## src/rtl/jbt_pkg.sv

```systemverilog
// Shared types, constants and helper functions for the JSON byte tokenizer.
`default_nettype none

package jbt_pkg;

    // lexeme length limit and the counter that tracks it (holds MAX_LEXEME+1)
    localparam int MAX_LEXEME = 64;
    localparam int LEN_W      = $clog2(MAX_LEXEME + 2);

    // result queue
    localparam int FIFO_DEPTH = 4;
    localparam int FIFO_AW    = $clog2(FIFO_DEPTH);

    localparam logic [23:0] LINE_MAX = 24'hFFFFFF;

    // scanner modes
    localparam logic [3:0] M_IDLE    = 4'd0;
    localparam logic [3:0] M_STR     = 4'd1;
    localparam logic [3:0] M_N0      = 4'd2;  // integer digits
    localparam logic [3:0] M_N1      = 4'd3;  // after '.'
    localparam logic [3:0] M_N2      = 4'd4;  // fraction digits
    localparam logic [3:0] M_N3      = 4'd5;  // after e/E
    localparam logic [3:0] M_N4      = 4'd6;  // after exponent sign
    localparam logic [3:0] M_N5      = 4'd7;  // exponent digits
    localparam logic [3:0] M_WORD    = 4'd8;
    localparam logic [3:0] M_SKIP    = 4'd9;
    localparam logic [3:0] M_SKIPSTR = 4'd10;

    // token kinds
    localparam logic [3:0] K_STRING = 4'd0;
    localparam logic [3:0] K_NUMBER = 4'd1;
    localparam logic [3:0] K_COLON  = 4'd2;
    localparam logic [3:0] K_COMMA  = 4'd3;
    localparam logic [3:0] K_LBRK   = 4'd4;
    localparam logic [3:0] K_RBRK   = 4'd5;
    localparam logic [3:0] K_LBRC   = 4'd6;
    localparam logic [3:0] K_RBRC   = 4'd7;
    localparam logic [3:0] K_TRUE   = 4'd8;
    localparam logic [3:0] K_FALSE  = 4'd9;
    localparam logic [3:0] K_NULL   = 4'd10;
    localparam logic [3:0] K_END    = 4'd11;
    localparam logic [3:0] K_ERROR  = 4'd12;

    // error codes
    localparam logic [2:0] E_NONE     = 3'd0;
    localparam logic [2:0] E_OPEN_STR = 3'd1;
    localparam logic [2:0] E_BAD_NUM  = 3'd2;
    localparam logic [2:0] E_UNK_WORD = 3'd3;
    localparam logic [2:0] E_UNEXP    = 3'd4;
    localparam logic [2:0] E_TOO_LONG = 3'd5;

    // characters
    localparam logic [7:0] CH_TAB   = 8'h09;
    localparam logic [7:0] CH_NL    = 8'h0A;
    localparam logic [7:0] CH_SP    = 8'h20;
    localparam logic [7:0] CH_QUOTE = 8'h22;
    localparam logic [7:0] CH_PLUS  = 8'h2B;
    localparam logic [7:0] CH_COMMA = 8'h2C;
    localparam logic [7:0] CH_MINUS = 8'h2D;
    localparam logic [7:0] CH_DOT   = 8'h2E;
    localparam logic [7:0] CH_0     = 8'h30;
    localparam logic [7:0] CH_9     = 8'h39;
    localparam logic [7:0] CH_COLON = 8'h3A;
    localparam logic [7:0] CH_UA    = 8'h41;
    localparam logic [7:0] CH_UE    = 8'h45;
    localparam logic [7:0] CH_UZ    = 8'h5A;
    localparam logic [7:0] CH_LBRK  = 8'h5B;
    localparam logic [7:0] CH_RBRK  = 8'h5D;
    localparam logic [7:0] CH_LA    = 8'h61;
    localparam logic [7:0] CH_LE    = 8'h65;
    localparam logic [7:0] CH_LZ    = 8'h7A;
    localparam logic [7:0] CH_LBRC  = 8'h7B;
    localparam logic [7:0] CH_RBRC  = 8'h7D;

    // keyword spellings, last letter in the low byte
    localparam logic [39:0] KW_TRUE_L  = 40'h0074727565;
    localparam logic [39:0] KW_TRUE_U  = 40'h0054525545;
    localparam logic [39:0] KW_FALSE_L = 40'h66616C7365;
    localparam logic [39:0] KW_FALSE_U = 40'h46414C5345;
    localparam logic [39:0] KW_NULL_L  = 40'h006E756C6C;
    localparam logic [39:0] KW_NULL_U  = 40'h004E554C4C;

    typedef struct packed {
        logic [3:0]       mode;
        logic [23:0]      line;
        logic [31:0]      offs;
        logic [31:0]      tstart;
        logic [LEN_W-1:0] tlen;
        logic [39:0]      word;
        logic             qseen;
    } scan_st_t;

    typedef struct packed {
        logic [2:0]  err;
        logic [6:0]  len;
        logic [31:0] start;
        logic [23:0] line;
        logic [3:0]  kind;
    } res_t;

    typedef struct packed {
        logic       last;
        res_t       res;
    } res_ent_t;

    // up to two results from one item
    typedef struct packed {
        logic [1:0] cnt;
        res_t       r0;
        res_t       r1;
    } res_push_t;

    function automatic res_t mk_res(input logic [3:0] kind, input logic [23:0] line,
                                    input logic [31:0] start, input logic [6:0] len,
                                    input logic [2:0] err);
        res_t r;
        r.kind  = kind;
        r.line  = line;
        r.start = start;
        r.len   = len;
        r.err   = err;
        return r;
    endfunction

    function automatic logic [6:0] cap_len(input logic [LEN_W-1:0] tlen);
        logic [6:0] v;
        if (tlen > LEN_W'(MAX_LEXEME))
            v = 7'(MAX_LEXEME);
        else
            v = 7'(tlen);
        return v;
    endfunction

    // keyword match; K_ERROR when the word is not a keyword
    function automatic logic [3:0] word_kind(input logic [39:0] word,
                                             input logic [LEN_W-1:0] tlen);
        logic [3:0] k;
        k = K_ERROR;
        if (tlen == LEN_W'(4)) begin
            if (word == KW_TRUE_L || word == KW_TRUE_U)
                k = K_TRUE;
            else if (word == KW_NULL_L || word == KW_NULL_U)
                k = K_NULL;
        end else if (tlen == LEN_W'(5)) begin
            if (word == KW_FALSE_L || word == KW_FALSE_U)
                k = K_FALSE;
        end
        return k;
    endfunction

    function automatic logic [23:0] line_inc(input logic [23:0] line);
        logic [23:0] v;
        if (line == LINE_MAX)
            v = line;
        else
            v = line + 24'd1;
        return v;
    endfunction

endpackage

`default_nettype wire

```

## src/rtl/jbt_scan.sv

```systemverilog
// Next-state and result logic of the tokenizer for one byte or end marker.
`default_nettype none

module jbt_scan
    import jbt_pkg::*;
(
    input  scan_st_t  st,
    input  logic [7:0] in_byte,
    input  logic       in_eoi,
    output scan_st_t  st_next,
    output res_push_t push
);

    always_comb begin
        scan_st_t   ns;
        res_t       r0;
        res_t       r1;
        logic [1:0] cnt;
        logic       redo;
        logic       do_grow;
        logic       str_close;
        logic       is_d;
        logic       is_a;
        logic       is_e;
        logic [3:0] nm;
        logic [3:0] wk;
        logic [7:0] b;

        ns        = st;
        r0        = '0;
        r1        = '0;
        cnt       = 2'd0;
        redo      = 1'b0;
        do_grow   = 1'b0;
        str_close = 1'b0;
        nm        = M_IDLE;
        wk        = K_ERROR;
        b         = in_byte;
        is_d      = (b >= CH_0) && (b <= CH_9);
        is_a      = ((b >= CH_LA) && (b <= CH_LZ)) || ((b >= CH_UA) && (b <= CH_UZ));
        is_e      = (b == CH_LE) || (b == CH_UE);

        if (in_eoi) begin
            // flush whatever lexeme is open
            case (st.mode)
                M_STR:
                begin
                    r0 = mk_res(K_ERROR, st.line, st.tstart, cap_len(st.tlen), E_OPEN_STR);
                    cnt = 2'd1;
                end
                M_N0, M_N2, M_N5:
                begin
                    r0 = mk_res(K_NUMBER, st.line, st.tstart, cap_len(st.tlen), E_NONE);
                    cnt = 2'd1;
                end
                M_N1, M_N3, M_N4:
                begin
                    r0 = mk_res(K_ERROR, st.line, st.tstart, cap_len(st.tlen), E_BAD_NUM);
                    cnt = 2'd1;
                end
                M_WORD:
                begin
                    wk = word_kind(st.word, st.tlen);
                    r0 = mk_res(wk, st.line, st.tstart, cap_len(st.tlen),
                                (wk == K_ERROR) ? E_UNK_WORD : E_NONE);
                    cnt = 2'd1;
                end
                M_SKIPSTR:
                begin
                    if (!st.qseen) begin
                        r0 = mk_res(K_ERROR, st.line, st.tstart, cap_len(st.tlen),
                                    E_OPEN_STR);
                        cnt = 2'd1;
                    end
                end
                default:
                begin
                end
            endcase
            if (cnt == 2'd0)
                r0 = mk_res(K_END, st.line, st.offs, 7'd0, E_NONE);
            else
                r1 = mk_res(K_END, st.line, st.offs, 7'd0, E_NONE);
            cnt = cnt + 2'd1;
            ns.mode   = M_IDLE;
            ns.line   = 24'd1;
            ns.offs   = 32'd0;
            ns.tstart = 32'd0;
            ns.tlen   = '0;
            ns.word   = 40'd0;
            ns.qseen  = 1'b0;
        end else begin
            case (st.mode)
                M_STR:
                begin
                    if (b == CH_QUOTE) begin
                        do_grow   = 1'b1;
                        str_close = 1'b1;
                        ns.mode   = M_IDLE;
                    end else if (b == CH_COMMA || b == CH_COLON || b == CH_NL) begin
                        // unterminated string: emit what we have, then skip the line
                        r0 = mk_res(K_STRING, st.line, st.tstart, cap_len(st.tlen), E_NONE);
                        cnt = 2'd1;
                        ns.qseen = 1'b0;
                        ns.mode  = M_SKIPSTR;
                        if (b == CH_NL) begin
                            r1 = mk_res(K_ERROR, st.line, st.tstart, cap_len(st.tlen),
                                        E_OPEN_STR);
                            cnt = 2'd2;
                            ns.line = line_inc(st.line);
                            ns.mode = M_IDLE;
                        end
                    end else begin
                        do_grow = 1'b1;
                    end
                end
                M_N0, M_N1, M_N2, M_N3, M_N4, M_N5:
                begin
                    case (st.mode)
                        M_N0:
                            nm = is_d ? M_N0 : (b == CH_DOT) ? M_N1 : is_e ? M_N3 : M_IDLE;
                        M_N1:
                            nm = is_d ? M_N2 : M_IDLE;
                        M_N2:
                            nm = is_d ? M_N2 : is_e ? M_N3 : M_IDLE;
                        M_N3:
                            nm = (b == CH_PLUS || b == CH_MINUS) ? M_N4 :
                                 is_d ? M_N5 : M_IDLE;
                        M_N4:
                            nm = is_d ? M_N5 : M_IDLE;
                        default:
                            nm = is_d ? M_N5 : M_IDLE;
                    endcase
                    if (nm != M_IDLE) begin
                        ns.mode = nm;
                        do_grow = 1'b1;
                    end else begin
                        if (st.mode == M_N0 || st.mode == M_N2 || st.mode == M_N5)
                            r0 = mk_res(K_NUMBER, st.line, st.tstart, cap_len(st.tlen),
                                        E_NONE);
                        else
                            r0 = mk_res(K_ERROR, st.line, st.tstart, cap_len(st.tlen),
                                        E_BAD_NUM);
                        cnt  = 2'd1;
                        redo = 1'b1;
                    end
                end
                M_WORD:
                begin
                    if (is_a) begin
                        ns.word = {st.word[31:0], b};
                        do_grow = 1'b1;
                    end else begin
                        wk = word_kind(st.word, st.tlen);
                        r0 = mk_res(wk, st.line, st.tstart, cap_len(st.tlen),
                                    (wk == K_ERROR) ? E_UNK_WORD : E_NONE);
                        cnt  = 2'd1;
                        redo = 1'b1;
                    end
                end
                M_SKIP:
                begin
                    if (b == CH_NL) begin
                        ns.line = line_inc(st.line);
                        ns.mode = M_IDLE;
                    end
                end
                M_SKIPSTR:
                begin
                    if (b == CH_NL) begin
                        if (!st.qseen) begin
                            r0 = mk_res(K_ERROR, st.line, st.tstart, cap_len(st.tlen),
                                        E_OPEN_STR);
                            cnt = 2'd1;
                        end
                        ns.line = line_inc(st.line);
                        ns.mode = M_IDLE;
                    end else if (b == CH_QUOTE) begin
                        ns.qseen = 1'b1;
                    end
                end
                default:
                    redo = 1'b1;
            endcase

            // lexeme growth; the byte past the limit raises one too-long error
            if (do_grow) begin
                if (st.tlen < LEN_W'(MAX_LEXEME)) begin
                    ns.tlen = st.tlen + LEN_W'(1);
                end else if (st.tlen == LEN_W'(MAX_LEXEME)) begin
                    ns.tlen = LEN_W'(MAX_LEXEME + 1);
                    r0 = mk_res(K_ERROR, st.line, st.tstart, 7'(MAX_LEXEME), E_TOO_LONG);
                    cnt = 2'd1;
                end
            end
            if (str_close) begin
                if (cnt == 2'd0)
                    r0 = mk_res(K_STRING, st.line, st.tstart, cap_len(ns.tlen), E_NONE);
                else
                    r1 = mk_res(K_STRING, st.line, st.tstart, cap_len(ns.tlen), E_NONE);
                cnt = cnt + 2'd1;
            end

            // byte scanned from idle, also the byte that ended a number or word
            if (redo) begin
                ns.mode = M_IDLE;
                case (b)
                    CH_SP, CH_TAB:
                    begin
                    end
                    CH_NL:
                        ns.line = line_inc(st.line);
                    CH_QUOTE:
                    begin
                        ns.tstart = st.offs;
                        ns.tlen   = LEN_W'(1);
                        ns.mode   = M_STR;
                    end
                    CH_COLON, CH_COMMA, CH_LBRK, CH_RBRK, CH_LBRC, CH_RBRC:
                    begin
                        case (b)
                            CH_COLON: wk = K_COLON;
                            CH_COMMA: wk = K_COMMA;
                            CH_LBRK:  wk = K_LBRK;
                            CH_RBRK:  wk = K_RBRK;
                            CH_LBRC:  wk = K_LBRC;
                            default:  wk = K_RBRC;
                        endcase
                        if (cnt == 2'd0)
                            r0 = mk_res(wk, st.line, st.offs, 7'd1, E_NONE);
                        else
                            r1 = mk_res(wk, st.line, st.offs, 7'd1, E_NONE);
                        cnt = cnt + 2'd1;
                    end
                    default:
                    begin
                        if (is_d) begin
                            ns.tstart = st.offs;
                            ns.tlen   = LEN_W'(1);
                            ns.mode   = M_N0;
                        end else if (is_a) begin
                            ns.tstart = st.offs;
                            ns.tlen   = LEN_W'(1);
                            ns.mode   = M_WORD;
                            ns.word   = {32'd0, b};
                        end else begin
                            if (cnt == 2'd0)
                                r0 = mk_res(K_ERROR, st.line, st.offs, 7'd1, E_UNEXP);
                            else
                                r1 = mk_res(K_ERROR, st.line, st.offs, 7'd1, E_UNEXP);
                            cnt = cnt + 2'd1;
                            ns.mode = M_SKIP;
                        end
                    end
                endcase
            end
            ns.offs = st.offs + 32'd1;
        end

        st_next  = ns;
        push.cnt = cnt;
        push.r0  = r0;
        push.r1  = r1;
    end

endmodule

`default_nettype wire

```

## src/rtl/jbt_res_fifo.sv

```systemverilog
// Small result queue: takes up to two results per cycle, hands out one.
`default_nettype none

module jbt_res_fifo
    import jbt_pkg::*;
(
    input  logic               clk,
    input  logic               rst_n,
    input  res_push_t          push,
    output logic [FIFO_AW:0]   count,
    output logic               out_valid,
    input  logic               out_ready,
    output res_ent_t           out_ent
);

    res_ent_t             mem [FIFO_DEPTH];
    logic [FIFO_AW-1:0]   wr_reg;
    logic [FIFO_AW-1:0]   wr_next;
    logic [FIFO_AW-1:0]   rd_reg;
    logic [FIFO_AW-1:0]   rd_next;
    logic [FIFO_AW:0]     cnt_reg;
    logic [FIFO_AW:0]     cnt_next;
    logic                 pop;
    res_ent_t             e0;
    res_ent_t             e1;

    assign pop       = out_valid && out_ready;
    assign out_valid = (cnt_reg != '0);
    assign out_ent   = mem[rd_reg];
    assign count     = cnt_reg;

    assign e0.res  = push.r0;
    assign e0.last = (push.cnt == 2'd1);
    assign e1.res  = push.r1;
    assign e1.last = 1'b1;

    assign wr_next  = wr_reg + FIFO_AW'(push.cnt);
    assign rd_next  = rd_reg + FIFO_AW'(pop);
    assign cnt_next = cnt_reg + (FIFO_AW + 1)'(push.cnt) - (FIFO_AW + 1)'(pop);

    always_ff @(posedge clk)
    begin
        if (push.cnt != 2'd0)
            mem[wr_reg] <= e0;
        if (push.cnt == 2'd2)
            mem[wr_reg + FIFO_AW'(1)] <= e1;
    end

    always_ff @(posedge clk or negedge rst_n)
    begin
        if (!rst_n) begin
            wr_reg  <= '0;
            rd_reg  <= '0;
            cnt_reg <= '0;
        end else begin
            wr_reg  <= wr_next;
            rd_reg  <= rd_next;
            cnt_reg <= cnt_next;
        end
    end

endmodule

`default_nettype wire

```

## src/rtl/json_byte_tokenizer.sv

```systemverilog
// Top level of the streaming JSON byte tokenizer.
//
//  channel  | dir | payload                                        | accept
//  ---------+-----+------------------------------------------------+-------------------
//  s_axis   | in  | tdata[7:0] in_byte, tlast end_of_input          | s_tvalid & s_tready
//  m_axis   | out | tdata: kind, line, start, length, error code    | m_tvalid & m_tready
//           |     | tlast last_of_run                              |
//
// One byte per clock sustained: an accepted transaction sits in the input register, is
// scanned combinationally and its 0..2 results enter a four-entry queue, whose head
// shows on m_axis. Scanning waits until the queue has room for two; two-result items
// (terminator after a number or word, string cut by a newline, string close with
// overflow, end of input) enter the queue as two entries, handed out in turn.
// Reset: idle at line 1, offset 0, queue empty. m_tready stalls fill it, then drop s_tready.
`default_nettype none

module json_byte_tokenizer
    import jbt_pkg::*;
(
    input  logic        clk,
    input  logic        rst_n,
    input  logic        s_tvalid,
    output logic        s_tready,
    input  logic [7:0]  s_tdata,   // [7:0] in_byte
    input  logic        s_tlast,   // end_of_input
    output logic        m_tvalid,
    input  logic        m_tready,
    // [3:0] token_kind, [27:4] line_number, [59:28] start_offset,
    // [66:60] lexeme_length, [69:67] error_code, [71:70] zero
    output logic [71:0] m_tdata,
    output logic        m_tlast    // last_of_run
);

    // input register
    logic             in_vld_reg;
    logic [7:0]       in_byte_reg;
    logic             in_eoi_reg;

    // scanner state
    scan_st_t         st_reg;
    scan_st_t         st_next;

    res_push_t        scan_push;
    res_push_t        fifo_push;
    logic [FIFO_AW:0] fifo_cnt;
    res_ent_t         out_ent;
    logic             proc_fire;

    // scan only when the queue can absorb a two-result item
    assign proc_fire = in_vld_reg && (fifo_cnt <= (FIFO_AW + 1)'(FIFO_DEPTH - 2));
    assign s_tready  = !in_vld_reg || proc_fire;

    always_ff @(posedge clk or negedge rst_n)
    begin
        if (!rst_n) begin
            in_vld_reg <= 1'b0;
        end else if (s_tready) begin
            in_vld_reg <= s_tvalid;
        end
    end

    always_ff @(posedge clk)
    begin
        if (s_tvalid && s_tready) begin
            in_byte_reg <= s_tdata;
            in_eoi_reg  <= s_tlast;
        end
    end

    always_ff @(posedge clk or negedge rst_n)
    begin
        if (!rst_n) begin
            st_reg.mode   <= M_IDLE;
            st_reg.line   <= 24'd1;
            st_reg.offs   <= 32'd0;
            st_reg.tstart <= 32'd0;
            st_reg.tlen   <= '0;
            st_reg.word   <= 40'd0;
            st_reg.qseen  <= 1'b0;
        end else if (proc_fire) begin
            st_reg <= st_next;
        end
    end

    jbt_scan u_scan (
        .st      (st_reg),
        .in_byte (in_byte_reg),
        .in_eoi  (in_eoi_reg),
        .st_next (st_next),
        .push    (scan_push)
    );

    always_comb begin
        fifo_push = scan_push;
        if (!proc_fire)
            fifo_push.cnt = 2'd0;
    end

    jbt_res_fifo u_fifo (
        .clk       (clk),
        .rst_n     (rst_n),
        .push      (fifo_push),
        .count     (fifo_cnt),
        .out_valid (m_tvalid),
        .out_ready (m_tready),
        .out_ent   (out_ent)
    );

    assign m_tdata = {2'b00, out_ent.res.err, out_ent.res.len, out_ent.res.start,
                      out_ent.res.line, out_ent.res.kind};
    assign m_tlast = out_ent.last;

`ifndef SYNTH
    // end marker always yields at least the end token
    a_eoi_emits: assert property (@(posedge clk) disable iff (!rst_n)
        proc_fire && in_eoi_reg |-> scan_push.cnt != 2'd0)
        else $error("end marker scanned without a result");

    // end marker returns the scanner to its reset state
    a_eoi_resets: assert property (@(posedge clk) disable iff (!rst_n)
        proc_fire && in_eoi_reg |=> st_reg.mode == M_IDLE && st_reg.line == 24'd1 &&
                                    st_reg.offs == 32'd0)
        else $error("scanner not reset after end marker");

    // each scanned byte advances the offset by one
    a_offs_step: assert property (@(posedge clk) disable iff (!rst_n)
        proc_fire && !in_eoi_reg |=> st_reg.offs == $past(st_reg.offs) + 32'd1)
        else $error("byte offset did not advance");

    // lexeme counter stops one past the limit
    a_tlen_cap: assert property (@(posedge clk) disable iff (!rst_n)
        st_reg.tlen <= LEN_W'(MAX_LEXEME + 1))
        else $error("lexeme length counter overran");

    // queue never overflows
    a_fifo_room: assert property (@(posedge clk) disable iff (!rst_n)
        fifo_cnt <= (FIFO_AW + 1)'(FIFO_DEPTH))
        else $error("result queue overflow");
`endif

endmodule

`default_nettype wire
```

## config.mk

```make
export PLATFORM = sky130hd
export DESIGN_NAME = json_byte_tokenizer
export DESIGN_NICKNAME = d
export VERILOG_FILES = /design/src/rtl/jbt_pkg.sv /design/src/rtl/jbt_scan.sv /design/src/rtl/jbt_res_fifo.sv /design/src/rtl/json_byte_tokenizer.sv
export SDC_FILE = /design/constraint.sdc
export NUM_CORES = 1
export LEC_CHECK = 0
export BUFFER_PORTS_ARGS = -buffer_cell sky130_fd_sc_hd__clkbuf_2
export CAP_MARGIN = 20
export CORE_ASPECT_RATIO = 0.8
export CORE_UTILIZATION = 35
export CTS_CLUSTER_SIZE = 24
export DETAILED_ROUTE_END_ITERATION = 8
export MAX_ROUTING_LAYER = met4
export SYNTH_ARGS = -nofsm -noshare
export SYNTH_HDL_FRONTEND = slang
export SYNTH_SLANG_ARGS = --single-unit
```

## constraint.sdc

```tcl
create_clock -name clk -period 10.5 [get_ports clk]
set_input_delay 3.15 -clock clk [delete_from_list [all_inputs] [get_ports clk]]
set_output_delay 3.15 -clock clk [all_outputs]
set_load 0.01 [all_outputs]
```

# Word level (Yosys, flattened, before mapping)
# Memories as Yosys holds them, arrays and structs flattened.
# Index checks and enable logic that the tools add are counted.
# word_totals
rom_bits	0
out_inout_bits	75
input_bits	13
latch_bits	0
register_bits	157
mem_count	1
wordCells	255
ram_bits	284
# memory_table
name	words	width	rd	rd_ports_with_merged_regs	wr	line	source
u_fifo.mem	4	71	1	0	2	jbt_res_fifo.sv:16	res_ent_t mem [FIFO_DEPTH];
# classes
n_reduce_logical	41
add_sub_neg	11
shifts	0
div_mod_pow	0
multipliers	0
eq_ne	47
order_cmp	10
bitwise	0
muxes	132
# op_table
cell	n
$mux W70	27
$pmux W70 S5	1
$pmux W70 S2	2
$pmux W70 S4	1
$eq A40 B31 Y1 const B	4
$mux W40	4
$mux W79	2
$mux W140	1
$mux W68	2
$mux W28	4
$eq A40 B39 Y1 const B	2
$pmux W39 S2	1
$mux W24	3
$mux W69	1
$mux W4	17
$mux W67	1
$mux W60	1
$eq A8 B6 Y1 const B	7
$eq A8 B7 Y1 const B	6
$pmux W24 S2	1
$mux W7	6
$mux W39	1
$mux W2	18
$add A32 B1 Y32 const B	1
other kinds (58)	127

# Logic depth before layout (Yosys ltp)
# Gate-level depths: netlist of the first run.
# depth
ltp_word	28
depth_mapped	22
ltp_nobuf	20

# By module
# From an unflattened synthesis of the first run, not the netlist that was laid out.
# unflattened
hier_cells	2351
hier_area_um2	26625.5
# modules_own_cells
mod	seq_area_each_um2	instances	area_per_inst_um2	cells_each
jbt_res_fifo	8663.3	1	14107.3	917
jbt_scan	0.0	1	6636.4	1116
json_byte_tokenizer	3799.9	1	5881.9	318

# Least setup slack after synthesis of the first run
# No wires, ideal clock.
# synth_timing
path_type	register to register
start	register st_reg[137] (netlist name)
end	memory u_fifo.mem[0][0] (netlist name), enable pin
path_buffers	3
stages_incl_launch_ff	21
setup_time_ns	0.429
arrival_time_ns	5.447
path_slack_ns	4.624
cell_sequence	dfrtp_1 > buf_6 > or3b_1 > a21oi_1 > o22ai_2 > nor4_2 > nor2_1 > o21a_1 > ha_1 > nand3_1 > a21oi_1 > inv_1 > ha_1 > nand2_1 > nor3_1 > a21o_2 > inv_1 > a211o_1 > buf_2 > buf_2 > nand2_1
# synth_rtl
element	line	source
from (decl)	json_byte_tokenizer.sv:40	scan_st_t st_reg;
from (signal assigned)	json_byte_tokenizer.sv:81	st_reg <= st_next;
to (decl)	jbt_res_fifo.sv:16	

==> impl_metrics.env, run 1 <==
export IMPL_place_inst=2821
export IMPL_dp_hpwl_um=40100
export IMPL_cts_buffers_inserted=48
export IMPL_ys_ff_latch=441
export IMPL_path_buf_inv=4
export IMPL_cts_resized=0
export IMPL_synth_edf_count=285
export IMPL_ys_async_sr_fraction_pct=33.6
export IMPL_hold_violations=0
export IMPL_layout_drive_gt1_share_pct=17.3
export IMPL_fin_crit_sh_pct=62.2
export IMPL_drv_cap=0
export IMPL_drv_slew=0
export IMPL_dr_wl_met2_um=30300
export IMPL_cts_clk_slew_worst_paths_ps=60
export IMPL_drt_pre_antenna_iters=6
export IMPL_setup_viol=0
export IMPL_overflow=0
export IMPL_cp_data_required_time_ps=10720
export IMPL_top_layer="met4"
export IMPL_clock_sinks=441
export IMPL_grt_pass1_vias=17300
export IMPL_clkLatencyLatePin_ps=590
export IMPL_diodes=0
export IMPL_met3WireLength_um=5150
export IMPL_p_leak_nw=8.76
export IMPL_clock_root_buffer="clkbuf_16"
export IMPL_fmax_ghz=0.153
export IMPL_syn_inst=2030
export IMPL_fillers=6225
export IMPL_cp_top_family="simple AND/OR/NAND/NOR gates"
export IMPL_synth_top_area_cell="edfxtp_1"
export IMPL_grt_pass1_wl_um=105000
export IMPL_cp_slowest_stage_delay_ps=800
export IMPL_layout_common_cells="edfxtp_1 (285), o22ai_1 (172), nand2_1 (167)"
export IMPL_cts_buffer_depth=3
export IMPL_drc=0
export IMPL_start_util_pct=35.3
export IMPL_final_cells=2913
export IMPL_tightest_slew_ps=1050
export IMPL_avgSynthCellArea_um2=11.4
export IMPL_vdd_drop_max_uv=144
export IMPL_ant_nets=0
export IMPL_fin_setup_tns_ps=0
export IMPL_cp_cell_sequence="nand2b_4, nor3_1, nand3_1, o21ai_1, nor2_1, o21a_1, ha_1, nand3_1, a21oi_1, inv_1, ha_1, nand2_1, nor3_1, a21o_2, inv_1, a211o_2, buf_4, nand2_4, buf_4"
export IMPL_drt_iter0_drc=1920
export IMPL_min_period_ps=6530
export IMPL_rsz0062_at_grt="false"
export IMPL_synth_cell_type_count=105
export IMPL_synth_flop_cell="edfxtp_1"
export IMPL_syn_area_mm2=0.0232
export IMPL_cts_setup_buffers=0
export IMPL_synth_top_area_share_pct=36.9
export IMPL_dieArea_mm2=0.0674
export IMPL_cts_htree_levels=2
export IMPL_skew_ps=30.1
export IMPL_gp_congestion=0.875
export IMPL_ys_seq_area_share_pct=53.5
export IMPL_power_density_mw_per_mm2=262
export IMPL_ctsHoldBuffers=0
export IMPL_worstSetupPathType="flip-flop to flip-flop"
export IMPL_synth_area_leaders="edfxtp_1 (37%), dfrtp_1 (16%), mux4_2 (6.9%)"
export IMPL_fp_coreArea_mm2=0.0657
export IMPL_vias_per_cell=6.09
export IMPL_drt_wl_total_um=67400
export IMPL_fin_nets=2040
export IMPL_yosysWarnings=0
export IMPL_hold_path_class="flip-flop to flip-flop"
export IMPL_relSlewSlack_pct=29.5
export IMPL_die_w_um=290
export IMPL_largest_reg_flops=284
export IMPL_num_rows=84
export IMPL_outcome="complete, no violations"
export IMPL_vias=17700
export IMPL_tritoncts="done"
export IMPL_grt_max_degree=185
export IMPL_start_kind="flip-flop"
export IMPL_final_common_cell="edfxtp_1"
export IMPL_io_buffers=85
export IMPL_ioPinCount=88
export IMPL_wire_per_inst_um=23.1
export IMPL_end_kind="flip-flop"
export IMPL_die_h_um=232
export IMPL_crit_fanout=46
export IMPL_area_growth_pct=11.8
export IMPL_grt_use_total_pct=20.5
export IMPL_worstPathArrival_ps=6760
export IMPL_antenna_found_initial=1
export IMPL_wl_met1_um=30700
export IMPL_cp_slowest_cell="dfrtp_1"
==> metal layers <==
metal / track usage, % / vias up
met2: 31.2 / 800
met3: 2.91 / 89
met5: - / -
met1: 29.0 / 8970
met4: 4.72 / 0
li1: - / 7873
==> per-stage QoR <==
step	util (%)	cell area [um2]	setup slack, ps	hold slack, ps	total power [mW]
finish	39.5	26000	3970	482	6.81
global route	39.5	26000	3370	513	7.13
CTS	39.4	25900	3940	481	6.84
detailed placement	37.0	24300	4030	468	5.13
global placement	36.9	24300	4130	451	5.07
floorplan	-	23200	4620	438	4.14
==> logic make-up after synthesis <==
family / count (synthesis) / share of synthesized area (%)
adders and majority gates: 13 / 0.733
DFF: 441 / 53.5
buffers and inverters: 216 / 4.05
and+or+nand+nor: 622 / 13.8
muxes: 79 / 7.24
xor gates and xnor gates: 34 / 1.40
other: 1 / 0.0162
AOI/OAI and AO/OA: 624 / 19.3
==> Yosys cell counts, types with 33 or more instances <==
library cell,count
edfxtp_1,285
nand2_1,172
o22ai_1,172
dfrtp_1,147
nor2_1,130
clkbuf_1,112
and2_1,109
o21ai_0,74
a22o_1,72
mux4_2,71
a21oi_1,64
nand3_1,40
a31oi_1,39
buf_2,38
a22oi_1,35
a221oi_1,33
nor3_1,33
==> power breakdown <==
part / internal (mW) / switching [mW]
Sequential: 2.28 / 0.245
Combinational: 0.884 / 1.69
Clock: 0.991 / 0.715
==> area by class of cell <==
class	instances	area, um2	share of cell area (%)
Multi-Input combinational cell	1374	9990	38.5
Tap cell	860	1080	4.14
Clock buffer	72	1420	5.46
Timing Repair Buffer	120	771	2.97
Clock inverter	17	173	0.665
Inverter	29	109	0.419
Sequential cell	441	12400	47.9
==> path summary, 6_finish.rpt <==
kind	from	end	slack, ps	cells past startpoint
worst max-delay path	st_reg[139]	u_fifo.mem[2][12]	3970	19
worst min-delay path	u_fifo.mem[2][68]	u_fifo.mem[2][68]	480	2
worst max register to register	st_reg[139]	u_fifo.mem[2][12]	3970	19
worst min register to register	u_fifo.mem[2][68]	u_fifo.mem[2][68]	480	2
max in group asynchronous	rst_n	u_fifo.rd_reg[1]	6360	2
min in group asynchronous	rst_n	st_reg[36]	2630	1
==> worst min-delay path, delay by kind of cell (launching register included) <==
kind            cells  cell delay, ps
flops               1             330
simple gates        1              60
compound gates      1              60
No activity file was read; power rests on OpenSTA's default activity.
==> run 2, diff against run 1 <==
==> constraint.sdc (replaced) <==
create_clock -name clk -period 5.3 [get_ports clk]
set_input_delay 1.59 -clock clk [delete_from_list [all_inputs] [get_ports clk]]
set_output_delay 1.59 -clock clk [all_outputs]
set_load 0.01 [all_outputs]
==> run 2 against run 1 <==
- sequential power increased by 98%
- first-iteration DRC count increased by 13%
- maximum frequency increased by 33%
- cell count increased by 1.7%
- via count increased by 1.4%
- combinational power increased by 110%
- clock skew decreased by 6.2 ps
- global-route usage increased by 0.11 points
- register-to-register slack got worse by 3600 ps
- clock power increased by 100%
- highest routed layer unchanged
==> impl_metrics.env, run 2 (same netlist as run 1, synthesis figures left out) <==
export IMPL_layout_drive_gt1_share_pct=19.0
export IMPL_skew_ps=23.8
export IMPL_start_kind="flip-flop"
export IMPL_grt_max_degree=120
export IMPL_layout_setup_ws_ps=372
export IMPL_drv_slew=0
export IMPL_ioPinCount=88
export IMPL_area_growth_pct=13.8
export IMPL_cts_clk_slew_worst_paths_ps=70
export IMPL_dp_hpwl_um=42300
export IMPL_layout_common_cells="edfxtp_1 (285), o22ai_1 (172), nand2_1 (167)"
export IMPL_vias=18000
export IMPL_overflow=0
export IMPL_dieArea_mm2=0.0674
export IMPL_path_depth=16
export IMPL_tritoncts="done"
export IMPL_clock_sinks=441
export IMPL_die_w_um=290
export IMPL_cts_buffer_depth=3
export IMPL_p_leak_nw=9.00
export IMPL_largest_reg_flops=284
export IMPL_fin_setup_tns_ps=0
export IMPL_drt_iter0_drc=2172
export IMPL_rrSetupSlack_ps=370
export IMPL_rsz0062_at_grt="false"
export IMPL_hold_violations=0
export IMPL_clock_root_buffer="clkbuf_16"
export IMPL_cts_buffers_inserted=49
export IMPL_antenna_found_initial=0
export IMPL_power_density_mw_per_mm2=521
export IMPL_crit_path_start="st_reg[139]"
export IMPL_die_h_um=232
export IMPL_fmax_ghz=0.203
export IMPL_drt_wl_total_um=68100
export IMPL_gp_congestion=0.924
export IMPL_setup_viol=0
export IMPL_fin_crit_sh_pct=93.0
export IMPL_vias_per_cell=6.07
export IMPL_wire_per_inst_um=23.0
export IMPL_vdd_drop_max_uv=247
export IMPL_final_util_pct=40.2
export IMPL_critPathCapture="u_fifo.mem[0][35]"
export IMPL_worstPathArrival_ps=5210
export IMPL_diodes=0
export IMPL_start_util_pct=35.3
export IMPL_fillers=6138
export IMPL_drc=0
export IMPL_rr_endpoint="u_fifo.mem[0][35]"
export IMPL_final_common_cell="edfxtp_1"
export IMPL_worstSetupPathType="flip-flop to flip-flop"
export IMPL_path_buf_inv=4
export IMPL_fin_nets=2087
export IMPL_relSlewSlack_pct=21.1
export IMPL_grt_use_total_pct=20.6
export IMPL_end_kind="flip-flop"
export IMPL_crit_fanout=28
export IMPL_outcome="complete, no violations"
export IMPL_num_rows=84
export IMPL_dp_slack_ps=244
export IMPL_drt_pre_antenna_iters=5
export IMPL_cp_data_required_time_ps=5580
export IMPL_tightest_slew_ps=1170
export IMPL_grt_pass1_wl_um=105000
export IMPL_ant_nets=0
export IMPL_cpMostUsedCell="inv_1"
export IMPL_hold_path_class="flip-flop to flip-flop"
export IMPL_fp_coreArea_mm2=0.0657
export IMPL_grt_pass1_vias=17300
export IMPL_reg2regPathDepth=16
export IMPL_cp_slowest_cell="or4b_1"
export IMPL_clkLatencyLatePin_ps=600
export IMPL_cp_cell_sequence="or4b_1, or2_4, nor2_1, inv_1, ha_1, nand3_1, a21oi_2, inv_1, ha_1, nand2_1, nor3_1, a21o_2, inv_1, a211o_2, nand2_4, buf_12"
export IMPL_cp_top_family="simple AND/OR/NAND/NOR gates"
export IMPL_cts_htree_levels=2
export IMPL_io_buffers=85
export IMPL_r2r_start="st_reg[139]"
export IMPL_drv_cap=0
export IMPL_cp_slowest_stage_delay_ps=770
export IMPL_min_period_ps=4930
==> run 2: worst min path at each step <==
| stage | depth (start not counted) | slack (ps) | endpoint | start |
|---|---|---|---|---|
| finish | 2 | 480 | u_fifo.mem[3][68] | u_fifo.mem[3][68] |
| global route | 2 | 500 | u_fifo.mem[1][68] | u_fifo.mem[1][68] |
| CTS | 2 | 480 | u_fifo.mem[1][68] | u_fifo.mem[1][68] |
| detailed placement | 2 | 470 | u_fifo.mem[1][68] | u_fifo.mem[1][68] |
| global placement | 2 | 450 | u_fifo.mem[3][68] | u_fifo.mem[3][68] |
| floorplan | 2 | 440 | u_fifo.mem[1][68] | u_fifo.mem[1][68] |
==> run 2: repair_timing <==
action                     in CTS  in global routing
buffers inserted                0                  3
hold buffers                    0                  0
gates resized for setup         0                  2
setup endpoints to repair       0                205
==> run 2: final cells by class <==
cell class / instances / area, um2 / area share (%)
Clock buffer: 60 / 1320 / 4.99
Inverter: 29 / 109 / 0.412
Timing Repair Buffer: 166 / 1210 / 4.60
Sequential cell: 441 / 12400 / 47.0
Tap cell: 860 / 1080 / 4.07
Clock inverter: 32 / 290 / 1.10
Multi-Input combinational cell: 1374 / 9990 / 37.8
==> run 2: tightest hold or removal path: stages (launching register included) <==
cell     delay (ps)
dfxtp_1         320
nand3_1          60
o21ai_0          70
==> run 2: where the power goes <==
group,internal [mW],switching [mW],total [mW]
sequential,4.51,0.511,5.02
clock,2.01,1.44,3.45
combinational,1.91,3.38,5.29
==> run 2: per-stage QoR <==
step / hold slack, ps / instance area [um2] / cells / power, mW
2_1_floorplan: 438 / 23200 / 2031 / 8.19
6_report: 480 / 26400 / 2962 / 13.8
3_5_place_dp: 470 / 24800 / 2867 / 10.4
4_1_cts: 484 / 26400 / 2959 / 13.8
3_3_place_gp: 450 / 24800 / 2867 / 10.3
5_1_grt: 504 / 26400 / 2962 / 14.4
==> run 2: layer usage <==
layer / share of wire (%) / global-route usage [%] / up-vias
li1: - / - / 7981
met1: 45 / 29.3 / 9092
met5: 0 / - / -
met3: 7.7 / 2.93 / 114
met2: 45 / 30.9 / 788
met4: 2.0 / 5.35 / 0
